--- config.mk ---
export PLATFORM = sky130hd
export DESIGN_NAME = i2c_master_transaction_sequencer_top_flat
export DESIGN_NICKNAME = d
export VERILOG_FILES = /design/src/design/i2cms_pkg.sv /design/src/design/i2cms_if.sv /design/src/design/i2cms_step.sv /design/src/design/i2c_master_transaction_sequencer_top.sv /design/src/flat_wrapper.sv
export SDC_FILE = /design/constraint.sdc
export NUM_CORES = 1
export LEC_CHECK = 0
export BUFFER_PORTS_ARGS = -buffer_cell sky130_fd_sc_hd__buf_2
export CAP_MARGIN = 5
export CORE_MARGIN = 5
export CORE_UTILIZATION = 41
export DETAILED_ROUTE_END_ITERATION = 12
export GPL_ROUTABILITY_DRIVEN = 0
export HOLD_SLACK_MARGIN = 0.06
export SLEW_MARGIN = 20
export SYNTH_ARGS = -nofsm -noshare
export SYNTH_HDL_FRONTEND = slang
export SYNTH_SLANG_ARGS = --single-unit
--- constraint.sdc ---
create_clock -name i_clk -period 4.9 [get_ports i_clk]
set_clock_uncertainty 0.1 [all_clocks]
set_input_delay 0 -clock i_clk [delete_from_list [all_inputs] [get_ports i_clk]]
set_output_delay 0 -clock i_clk [all_outputs]
set_load 0.05 [all_outputs]
--- src/design/i2cms_pkg.sv ---
`timescale 1ns / 1ps
// i2cms_pkg: item types and controller status codes for the I2C master sequencer.
// No dependencies; used by the interfaces, the step logic and the top level.
package i2cms_pkg;

    localparam int unsigned MAX_SEND_DEPTH = 8;

    localparam logic [7:0] ST_START_SENT     = 8'h08;
    localparam logic [7:0] ST_RESTART_SENT   = 8'h10;
    localparam logic [7:0] ST_SLA_W_ACK      = 8'h18;
    localparam logic [7:0] ST_SLA_W_NACK     = 8'h20;
    localparam logic [7:0] ST_DATA_TX_ACK    = 8'h28;
    localparam logic [7:0] ST_DATA_TX_NACK   = 8'h30;
    localparam logic [7:0] ST_SLA_R_ACK      = 8'h40;
    localparam logic [7:0] ST_DATA_RX_ACK    = 8'h50;
    localparam logic [7:0] ST_DATA_RX_NACK   = 8'h58;

    localparam logic       RW_READ           = 1'b1;
    localparam logic       RW_WRITE          = 1'b0;
    localparam logic       ACT_START         = 1'b0;

    typedef struct packed {
        logic        action;
        logic [6:0]  device_address;
        logic        mode;
        logic [2:0]  send_count;
        logic [31:0] write_data;
        logic [2:0]  recv_count;
        logic [7:0]  status_code;
        logic [7:0]  rx_byte;
        logic        timeout;
    } t_in_item;

    typedef struct packed {
        logic        write_control;
        logic        set_start;
        logic        set_stop;
        logic        set_ack;
        logic        load_data;
        logic [7:0]  data_byte;
        logic        done_res;
        logic [15:0] read_word;
    } t_out_item;

endpackage

--- src/design/i2cms_if.sv ---
`timescale 1ns / 1ps
// i2cms_in_if / i2cms_out_if: valid/ready channels for input and result items.
// Depends on i2cms_pkg for the payload types.
interface i2cms_in_if;
    logic                 valid;
    logic                 ready;
    i2cms_pkg::t_in_item  payload;

    modport source (output valid, output payload, input ready);
    modport sink   (input valid, input payload, output ready);
endinterface

interface i2cms_out_if;
    logic                 valid;
    logic                 ready;
    i2cms_pkg::t_out_item payload;

    modport source (output valid, output payload, input ready);
    modport sink   (input valid, input payload, output ready);
endinterface

--- src/design/i2cms_step.sv ---
`timescale 1ns / 1ps
// i2cms_step: transaction state registers and the per-item status decode.
// Depends on i2cms_pkg. The result is combinational; state advances on i_fire.
module i2cms_step #(
    parameter int unsigned SEND_DEPTH    = 4,
    parameter int unsigned RECEIVE_DEPTH = 5
) (
    input  logic                 i_clk,
    input  logic                 i_rst_n,
    input  logic                 i_fire,
    input  i2cms_pkg::t_in_item  i_item,
    output i2cms_pkg::t_out_item o_result
);

    logic [6:0] r_slave_address, n_slave_address;
    logic       r_read_mode, n_read_mode;
    logic [2:0] r_bytes_to_send, n_bytes_to_send;
    logic [2:0] r_bytes_to_read, n_bytes_to_read;
    logic [2:0] r_send_index, n_send_index;
    logic [2:0] r_receive_index, n_receive_index;
    logic [7:0] r_send_buffer [SEND_DEPTH];
    logic [7:0] n_send_buffer [SEND_DEPTH];
    logic [7:0] r_receive_buffer [RECEIVE_DEPTH];
    logic [7:0] n_receive_buffer [RECEIVE_DEPTH];

    logic [8*i2cms_pkg::MAX_SEND_DEPTH-1:0] wide_data;
    logic [7:0] send_byte;
    logic       take_send;
    logic       store_rx;
    i2cms_pkg::t_out_item res;

    assign wide_data = {i_item.write_data, 32'b0};

    // byte at the send pointer; zero past the buffer
    always_comb begin
        send_byte = '0;
        for (int i = 0; i < SEND_DEPTH; i++) begin
            if (r_send_index == 3'(i)) begin
                send_byte = r_send_buffer[i];
            end
        end
    end

    always_comb begin
        n_slave_address = r_slave_address;
        n_read_mode     = r_read_mode;
        n_bytes_to_send = r_bytes_to_send;
        n_bytes_to_read = r_bytes_to_read;
        n_send_index    = r_send_index;
        n_receive_index = r_receive_index;
        n_send_buffer   = r_send_buffer;
        take_send       = 1'b0;
        store_rx        = 1'b0;
        res             = '0;

        if (i_item.action == i2cms_pkg::ACT_START) begin
            n_slave_address = i_item.device_address;
            n_read_mode     = i_item.mode;
            if ({1'b0, i_item.send_count} > 4'(SEND_DEPTH)) begin
                n_bytes_to_send = 3'(SEND_DEPTH);
            end else begin
                n_bytes_to_send = i_item.send_count;
            end
            n_bytes_to_read = i_item.recv_count;
            for (int i = 0; i < SEND_DEPTH; i++) begin
                n_send_buffer[i] = wide_data[8*i2cms_pkg::MAX_SEND_DEPTH-1-8*i -: 8];
            end
            n_send_index      = '0;
            n_receive_index   = '0;
            res.write_control = 1'b1;
            res.set_start     = 1'b1;
        end else if (!i_item.timeout) begin
            case (i_item.status_code)
                i2cms_pkg::ST_START_SENT: begin
                    res.write_control = 1'b1;
                    res.load_data     = 1'b1;
                    res.data_byte     = {r_slave_address, i2cms_pkg::RW_WRITE};
                end
                i2cms_pkg::ST_SLA_W_ACK: begin
                    res.write_control = 1'b1;
                    if (r_bytes_to_send == '0) begin
                        res.set_start = 1'b1;
                    end else begin
                        take_send = 1'b1;
                    end
                end
                i2cms_pkg::ST_DATA_TX_ACK: begin
                    res.write_control = 1'b1;
                    if (r_send_index != r_bytes_to_send) begin
                        take_send = 1'b1;
                    end else if (r_read_mode) begin
                        res.set_start = 1'b1;
                    end else begin
                        res.set_stop = 1'b1;
                        res.done_res = 1'b1;
                    end
                end
                i2cms_pkg::ST_SLA_W_NACK, i2cms_pkg::ST_DATA_TX_NACK: begin
                    res.write_control = 1'b1;
                    res.set_stop      = 1'b1;
                    res.done_res      = 1'b1;
                end
                i2cms_pkg::ST_RESTART_SENT: begin
                    res.done_res = 1'b1;
                    if (r_read_mode) begin
                        res.done_res      = 1'b0;
                        res.write_control = 1'b1;
                        res.load_data     = 1'b1;
                        res.data_byte     = {r_slave_address, i2cms_pkg::RW_READ};
                    end
                end
                i2cms_pkg::ST_SLA_R_ACK: begin
                    res.done_res = 1'b1;
                    if (r_read_mode) begin
                        res.done_res      = 1'b0;
                        res.write_control = 1'b1;
                        res.set_ack       = 1'b1;
                    end
                end
                i2cms_pkg::ST_DATA_RX_ACK: begin
                    res.done_res = 1'b1;
                    if (r_read_mode) begin
                        res.done_res      = 1'b0;
                        res.write_control = 1'b1;
                        if (r_receive_index != r_bytes_to_read) begin
                            store_rx    = 1'b1;
                            res.set_ack = 1'b1;
                        end
                    end
                end
                i2cms_pkg::ST_DATA_RX_NACK: begin
                    res.done_res = 1'b1;
                    if (r_read_mode) begin
                        store_rx          = 1'b1;
                        res.write_control = 1'b1;
                        res.set_stop      = 1'b1;
                    end
                end
                default: begin
                    res.done_res = 1'b1;
                    if (r_read_mode) begin
                        res.write_control = 1'b1;
                        res.set_stop      = 1'b1;
                    end
                end
            endcase
        end

        if (take_send) begin
            res.load_data = 1'b1;
            res.data_byte = send_byte;
            n_send_index  = r_send_index + 3'd1;
        end
        if (store_rx) begin
            n_receive_index = r_receive_index + 3'd1;
        end
    end

    // received byte lands only below the buffer depth
    always_comb begin
        n_receive_buffer = r_receive_buffer;
        for (int i = 0; i < RECEIVE_DEPTH; i++) begin
            if (store_rx && r_receive_index == 3'(i)) begin
                n_receive_buffer[i] = i_item.rx_byte;
            end
        end
    end

    always_comb begin
        o_result           = res;
        o_result.read_word = {n_receive_buffer[0], n_receive_buffer[1]};
    end

    always_ff @(posedge i_clk) begin
        if (!i_rst_n) begin
            r_slave_address <= '0;
            r_read_mode     <= 1'b0;
            r_bytes_to_send <= '0;
            r_bytes_to_read <= '0;
            r_send_index    <= '0;
            r_receive_index <= '0;
            for (int i = 0; i < RECEIVE_DEPTH; i++) begin
                r_receive_buffer[i] <= '0;
            end
        end else if (i_fire) begin
            r_slave_address  <= n_slave_address;
            r_read_mode      <= n_read_mode;
            r_bytes_to_send  <= n_bytes_to_send;
            r_bytes_to_read  <= n_bytes_to_read;
            r_send_index     <= n_send_index;
            r_receive_index  <= n_receive_index;
            r_receive_buffer <= n_receive_buffer;
        end
    end

    always_ff @(posedge i_clk) begin
        if (i_fire) begin
            r_send_buffer <= n_send_buffer;
        end
    end

endmodule

--- src/design/i2c_master_transaction_sequencer_top.sv ---
`timescale 1ns / 1ps
// I2C master transaction sequencer, top level. Depends on i2cms_pkg, i2cms_if, i2cms_step.
// The result of an item is registered in the output register, or in the skid entry while the output stalls.
// Throughput: one item per cycle while no skid entry is held; a two-entry result buffer (output + skid)
// keeps an item accepted while the output stalls, and input ready drops while the skid entry is held.
// Reset (synchronous, active low) clears the transaction state, receive buffer and buffer flags.
module i2c_master_transaction_sequencer_top #(
    parameter int unsigned SEND_DEPTH    = 4,
    parameter int unsigned RECEIVE_DEPTH = 5
) (
    input  logic               i_clk,
    input  logic               i_rst_n,
    i2cms_in_if.sink           i_in,
    i2cms_out_if.source        o_out
);

    logic                 accept;
    logic                 out_xfer;
    i2cms_pkg::t_out_item step_result;

    logic                 r_out_valid, n_out_valid;
    logic                 r_skid_valid, n_skid_valid;
    i2cms_pkg::t_out_item r_out_item, n_out_item;
    i2cms_pkg::t_out_item r_skid_item, n_skid_item;

    assign i_in.ready = !r_skid_valid;
    assign accept     = i_in.valid && i_in.ready;
    assign out_xfer   = r_out_valid && o_out.ready;

    i2cms_step #(
        .SEND_DEPTH    (SEND_DEPTH),
        .RECEIVE_DEPTH (RECEIVE_DEPTH)
    ) u_step (
        .i_clk    (i_clk),
        .i_rst_n  (i_rst_n),
        .i_fire   (accept),
        .i_item   (i_in.payload),
        .o_result (step_result)
    );

    always_comb begin
        n_out_valid  = r_out_valid;
        n_out_item   = r_out_item;
        n_skid_valid = r_skid_valid;
        n_skid_item  = r_skid_item;
        if (!r_out_valid || out_xfer) begin
            if (r_skid_valid) begin
                n_out_valid  = 1'b1;
                n_out_item   = r_skid_item;
                n_skid_valid = accept;
                n_skid_item  = step_result;
            end else begin
                n_out_valid = accept;
                n_out_item  = step_result;
            end
        end else if (accept) begin
            n_skid_valid = 1'b1;
            n_skid_item  = step_result;
        end
    end

    always_ff @(posedge i_clk) begin
        if (!i_rst_n) begin
            r_out_valid  <= 1'b0;
            r_skid_valid <= 1'b0;
        end else begin
            r_out_valid  <= n_out_valid;
            r_skid_valid <= n_skid_valid;
        end
    end

    always_ff @(posedge i_clk) begin
        r_out_item  <= n_out_item;
        r_skid_item <= n_skid_item;
    end

    assign o_out.valid   = r_out_valid;
    assign o_out.payload = r_out_item;

`ifndef NO_ASSERTIONS
    a_skid_behind_out: assert property (@(posedge i_clk) disable iff (!i_rst_n)
        r_skid_valid |-> r_out_valid)
        else $error("skid entry held while output register empty");

    a_stall_to_skid: assert property (@(posedge i_clk) disable iff (!i_rst_n)
        (r_out_valid && !o_out.ready && accept) |=> r_skid_valid)
        else $error("item accepted during stall was not kept");

    a_done_no_dangling: assert property (@(posedge i_clk) disable iff (!i_rst_n)
        (r_out_valid && r_out_item.done_res) |->
            (r_out_item.set_stop || !r_out_item.write_control))
        else $error("done without stop while control is written");

    a_idle_data_zero: assert property (@(posedge i_clk) disable iff (!i_rst_n)
        (r_out_valid && !r_out_item.load_data) |-> (r_out_item.data_byte == 8'h00))
        else $error("data byte set without load");
`endif

endmodule

--- src/flat_wrapper.sv ---
// flat-port wrapper written by rule: the top's interface ports become plain ports
module i2c_master_transaction_sequencer_top_flat 
#(
    parameter int unsigned SEND_DEPTH    = 4,
    parameter int unsigned RECEIVE_DEPTH = 5
)
  (i_clk, i_rst_n, i_in_valid, i_in_payload, i_in_ready, o_out_valid, o_out_payload, o_out_ready);
  i2cms_in_if i_in_i ();
  i2cms_out_if o_out_i ();
  input  logic i_clk;
  input  logic i_rst_n;
  input wire logic [$bits(i_in_i.valid)-1:0] i_in_valid;
  input wire logic [$bits(i_in_i.payload)-1:0] i_in_payload;
  output wire logic [$bits(i_in_i.ready)-1:0] i_in_ready;
  output wire logic [$bits(o_out_i.valid)-1:0] o_out_valid;
  output wire logic [$bits(o_out_i.payload)-1:0] o_out_payload;
  input wire logic [$bits(o_out_i.ready)-1:0] o_out_ready;
  assign i_in_i.valid = i_in_valid;
  assign i_in_i.payload = i_in_payload;
  assign i_in_ready = i_in_i.ready;
  assign o_out_valid = o_out_i.valid;
  assign o_out_payload = o_out_i.payload;
  assign o_out_i.ready = o_out_ready;
  i2c_master_transaction_sequencer_top #(.SEND_DEPTH(SEND_DEPTH), .RECEIVE_DEPTH(RECEIVE_DEPTH)) u_core (.i_clk(i_clk), .i_rst_n(i_rst_n), .i_in(i_in_i), .o_out(o_out_i));
endmodule
* Word-level counts from Yosys, hierarchy flattened
Cells that the tools add are included.
** Word-level totals
- Register bits after elaboration :: 130
- Output and inout bits :: 32
** Cells by class
- Reductions and logical operators :: 20
- Bitwise logic cells :: 1
- Magnitude comparators :: 1
- Equal/unequal tests :: 18
- Add/sub/neg operators :: 2
- Muxes and demuxes :: 44
** Operators by type and width (number)
- two-way mux 30 bit :: 4
- two-way mux 8 bit :: 6
- == test 8 x 6 -> 1 bit (second input constant) :: 3
- == test 8 x 7 -> 1 bit (second input constant) :: 3
- case mux 9 bit (2 select lines) :: 1
- two-way mux 1 bit :: 17
- == test 8 x 5 -> 1 bit (second input constant) :: 2
- two-way mux 14 bit :: 1
- two-way mux 12 bit :: 1
- two-way mux 3 bit :: 4
- two-way mux 10 bit :: 1
- OR reduction 5 bit :: 2
- zero test 3 bit :: 3
- two-way mux 9 bit :: 1
- == test 8 x 4 -> 1 bit (second input constant) :: 1
- case mux 1 bit (2 select lines) :: 4
- AND reduction 2 bit :: 4
- adder 3 x 1 -> 3 bit (second input constant) :: 2
- == test 3 x 1 -> 1 bit (second input constant) :: 2
- == test 3 x 2 -> 1 bit (second input constant) :: 2
- != test 2 x 1 -> 1 bit (second input constant) :: 3
- != test 3 bit :: 2
- OR reduction 2 bit :: 3
- logical AND 1 bit :: 4
- other kinds (8) :: 10

* Depth between registers and ports, before layout
- Depth in word-level cells :: 10
- Depth in mapped cells :: 9
- Gate-level depth less buffers :: 7

* By module
Synthesis repeated with hierarchy kept, for this count alone.
** Second synthesis, totals
- Cells, all modules :: 451
- Area, all modules :: 5838.1 um2
** Modules (own cells, without submodules)
- i2cms_step :: times used 1, area an instance 3449.6 um2, cells each 347
- i2c_master_transaction_sequencer_top :: times used 1, area an instance 2388.5 um2, cells each 104

* Worst setup path before layout
Ideal clock, no wire load.
- Path type :: register to register
- Start point :: register u_core.r_out_valid (netlist: u_core.o_out.valid)
- End point :: register u_core.r_skid_item[0] (netlist bit), enable pin
- Clock period less this slack :: 4.318 ns
- Data required time :: 4.341 ns
- Library setup time :: 0.459 ns
- Cell stages (with the launch flop) :: 3
- Data arrival time :: 3.760 ns
- Slack :: 0.582 ns
- Path through :: dfxtp_1 -> nand2b_1 -> o21ai_0
** On the way
- Cells in the longest elaborated chain, start to end :: 4
** Ends and longest elaborated chain
- start: declaration :: line i2c_master_transaction_sequencer_top.sv:21 : logic r_out_valid, n_out_valid;
- start signal: assignment :: line i2c_master_transaction_sequencer_top.sv:67 : r_out_valid <= n_out_valid;
- zero test 1 bit / logical AND 1 bit (equally long branches) :: line i2c_master_transaction_sequencer_top.sv:46, i2c_master_transaction_sequencer_top.sv:28
- logical OR 1 bit * :: line i2c_master_transaction_sequencer_top.sv:46 : if (!r_out_valid || out_xfer) begin
- != test 2 x 1 -> 1 bit (no source line) / nonzero test 2 bit (equally long branches)
- AND reduction 2 bit (no source line) *
- end signal: assignment :: line i2c_master_transaction_sequencer_top.sv:74 : r_skid_item <= n_skid_item;
- end: declaration :: line i2c_master_transaction_sequencer_top.sv:24 : i2cms_pkg::t_out_item r_skid_item, n_skid_item;
Every way passes the cells marked *; elsewhere a longest branch is shown, timed or not.
A chain may end at the register's enable or synchronous reset.

* Final worst setup path
- Start point :: register u_core.r_skid_valid
- End point :: register u_core.u_step.r_receive_index[2]
** On the way
- Cells in the longest elaborated chain, start to end :: 3
** Ends and longest elaborated chain
- start: declaration :: line i2c_master_transaction_sequencer_top.sv:22 : logic r_skid_valid, n_skid_valid;
- start signal: assignment :: line i2c_master_transaction_sequencer_top.sv:68 : r_skid_valid <= n_skid_valid;
- zero test 1 bit :: line i2c_master_transaction_sequencer_top.sv:26 : assign i_in.ready = !r_skid_valid;
- logical AND 1 bit :: line i2c_master_transaction_sequencer_top.sv:27 : assign accept = i_in.valid && i_in.ready;
- AND reduction 2 bit (no source line)
- end signal: assignment :: line i2cms_step.sv:191 : r_receive_index <= n_receive_index;
- end: declaration :: line i2cms_step.sv:20 : logic [2:0] r_receive_index, n_receive_index;
No other way between the ends.

==> summary.md <==
| Metric | Value |
|---|---|
| Status | `finished, final reports clean` |
| Clock share of power | `0.443` |
| Final min period | `slightly below 4000 ps` |
| Clock slew at reported path FFs | `50 ps` |
| H-tree Lvls | `4` |
| Rel. slew slack | `0.314` |
| Seq pwr share | `0.471` |
| Synth unique cells | `54` |
| Max Clock Freq | `roughly 260 MHz` |
| Sequential cell area fraction in the yosys report | `0.625` |
| Antenna Nets Post-Route | `0` |
| Count of pins over their slew limit | `0` |
| Initial DRC count | `~210` |
| Most used flip-flop cell after synthesis | `edfxtp_1` |
| Crit share post-route | `0.797` |
| Post-route cell area | `~0.0075 mm²` |
| Synthesized area | `0.00564 mm²` |
| Port bufs | `99` |
| Mean Syn Cell Area | `~12 µm²` |
| Routed WL | `approximately 13000 µm` |
| Area delta synth->final | `32.9%` |
| Initial antenna violation count | `0` |
| Critical Path RT | `5150 ps` |
| Commonest non-fill, non-tap cell in the layout | `buf_2` |
| Crit path DAT | `4160 ps` |
| Die W | `~130 µm` |
| Post-route setup slack | `between 900 and 1000 ps` |
| Setup bufs post-CTS | `0` |
| Worst Tran Pin Value | `between 1000 and 1500 ps` |
| Placed cell areas | `0.00629 mm²` |
| Clock sink count | `130` |
| Total Power | `roughly 2600 µW` |
| Startpoint types | `register` |
| Most frequent cells in the layout | `buf_2 (99), edfxtp_1 (92), dlygate4sd3_1 (66), nand2_1 (54), dfxtp_1 (38)` |
| Power Density | `~350 mW/mm²` |
| Flops & latches, synth | `130` |
| Kind of critical path | `reg2reg` |
| Asr flop ratio synth | `0` |
| Diode count | `0` |
| First-pass GRT wire length | `21300 µm` |
| Root buffer cell | `clkbuf_16` |
| Layout cells sized above 1 | `0.287` |
| RSZ-0062 raised after global routing | `false` |
| Reported leakage power | `~0.0032 µW` |
| Fin Setup TNS | `0 ps` |
| Post-DR wirelength/cell | `between 15 and 20 µm` |
| Switch share | `0.222` |
| Share of the synthesized area in the top cell type | `0.490` |
| CTS Buf Count | `17` |
| Hold Vio Cnt, Final | `0` |
| IO Pins | `100` |
| Row count | `between 40 and 50` |
| Post-synth top area cell | `edfxtp_1` |
| Largest cells by area after synthesis | `edfxtp_1 (49%), dfxtp_1 (13%), mux2_2 (7.4%)` |
| Grt ovf | `0` |
| Vias per inst | `around 4.9` |
| Place WS | `roughly 1500 ps` |
| Max VDD drop | `0.000287 V` |
| Final Setup Violations | `0` |
| DIE HEIGHT | `between 100 and 150 µm` |
| P_int | `a little over 2000 µW` |
| NetSw | `slightly below 600 µW` |
| Detailed Routing Iterations Pass 1 | `4` |
| Hold crit path type | `in2reg` |
| Final #Nets | `roughly 690` |
| Core area | `approximately 0.013 mm²` |
| Initial Utilization | `0.422` |
| Crit end category | `register` |
| Crit Path Max Fanout | `36` |
| Number of synthesis warnings | `0` |
| Hpwl dp | `8470 µm` |
| Number of enable flip-flop cells after synthesis | `~90` |
| Via count | `around 4000` |
| Syn_nets | `530` |
| Die Footprint | `0.0162 mm²` |
| Number of global-route vias before repair | `a little over 4000` |
| Largest net degree at the start of global routing | `37` |
| Clk Latency, worst-skew pair | `410 ps` |
| Combinational share of power | `0.086` |
| Max clock buf depth | `2` |
| Global Route Usage Sum | `0.169` |
| CTS tree | `yes` |
| Post-synthesis cell count | `about 450` |
| Max cap viols | `0` |
| # DRC | `0` |
worst max-delay path, stage by stage, from the launching register on:
cell,delay (ps)
dfxtp_1,500
inv_2,350
nand2_1,280
or2_2,370
clkinv_1,830
or3_1,620
o31ai_1,200
dlygate4sd3_1,570
sequential cells by signal (all words and copies together) (netlist names):
signal	count
u_core.r_skid_valid	1
u_core.u_step.r_slave_address	7
u_core.u_step.r_bytes_to_send	3
u_core.o_out.valid	1
u_core.u_step.r_bytes_to_read	3
u_core.u_step.r_send_buffer	32
u_core.u_step.r_send_index	3
u_core.u_step.r_receive_index	3
u_core.u_step.r_read_mode	1
u_core.r_skid_item	30
u_core.u_step.r_receive_buffer	16
u_core.o_out.payload	30
logic make-up after synthesis:
kind of cell | synth area share
flops | 0.625
fa+ha+maj | 0.0178
compound gates | 0.0933
xor+xnor | 0.00933
mux | 0.104
buf+inv | 0.0269
simple gates | 0.123
path summary, 6_finish.rpt:
check	start	endpoint	slack, ps	depth (start not counted)
max	u_core.r_skid_valid	u_core.u_step.r_receive_index[2]	1000	7
min	i_in_payload[9]	u_core.r_skid_item[27]	120	5
max reg2reg	u_core.r_skid_valid	u_core.u_step.r_receive_index[2]	1000	7
min reg2reg	u_core.u_step.r_slave_address[2]	u_core.u_step.r_slave_address[2]	350	2
per-stage QoR:
step / hold slack, ps / std cells / util
global route: 138 / 807 / 0.561
floorplan: -1.13 / 454 / -
global placement: 76.1 / 709 / 0.471
finish: 123 / 807 / 0.561
CTS: 86.3 / 807 / 0.561
detailed placement: 78.1 / 709 / 0.471
synthesized netlist by cell type, types with 3 or more instances:
| cell type | instances |
|---|---|
| xor2_1 | 3 |
| ha_1 | 8 |
| nor2b_1 | 7 |
| nand3_1 | 3 |
| clkbuf_1 | 20 |
| nor2_1 | 30 |
| a21oi_1 | 27 |
| edfxtp_1 | 92 |
| nor3_1 | 5 |
| mux2_2 | 37 |
| a211oi_1 | 8 |
| nand3b_1 | 3 |
| or2_2 | 8 |
| nand2_1 | 54 |
| nand2b_1 | 4 |
| xnor2_1 | 3 |
| a22oi_1 | 8 |
| inv_1 | 16 |
| nand4_1 | 3 |
| a31oi_1 | 9 |
| o31ai_1 | 3 |
| o21ai_0 | 12 |
| mux2i_1 | 17 |
| dfxtp_1 | 38 |
power by group through the flow:
stage / Sequential, µW / Combinational (µW) / Clock, µW
after global placement: 1250 / 183 / 0
after CTS: 1230 / 225 / 1180
after global routing: 1240 / 242 / 1240
after detailed placement: 1250 / 186 / 0
after floorplan: 1310 / 62.6 / 0
final: 1230 / 225 / 1160
area by class of cell:
cell class	count	area, µm²
fillers	1120	5860
well taps	176	220
repair buffers	167	1170
flip-flops and latches	130	3520
multi-input cells	284	1970
clock inverters	7	57.6
clock buffers	25	485
inverters	18	67.6
timing repair:
action / CTS / global route
hold endpoints to repair: 108 / 0
resized for setup: 0 / 0
setup endpoints to repair: 0 / 0
hold buffers: 66 / 0
per-layer routing:
| layer | GRT usage | vias up | routed length [µm] | share of wire |
|---|---|---|---|---|
| li1 | - | 2000 | - | - |
| met1 | 0.213 | 1875 | 5650 | 0.44 |
| met2 | 0.275 | 111 | 6250 | 0.49 |
| met3 | 0.0555 | 8 | 707 | 0.056 |
| met4 | 0.0562 | 0 | 109 | 0.0086 |
| met5 | 0 | - | 0 | 0 |
No activity file was read; power rests on OpenSTA's default activity.
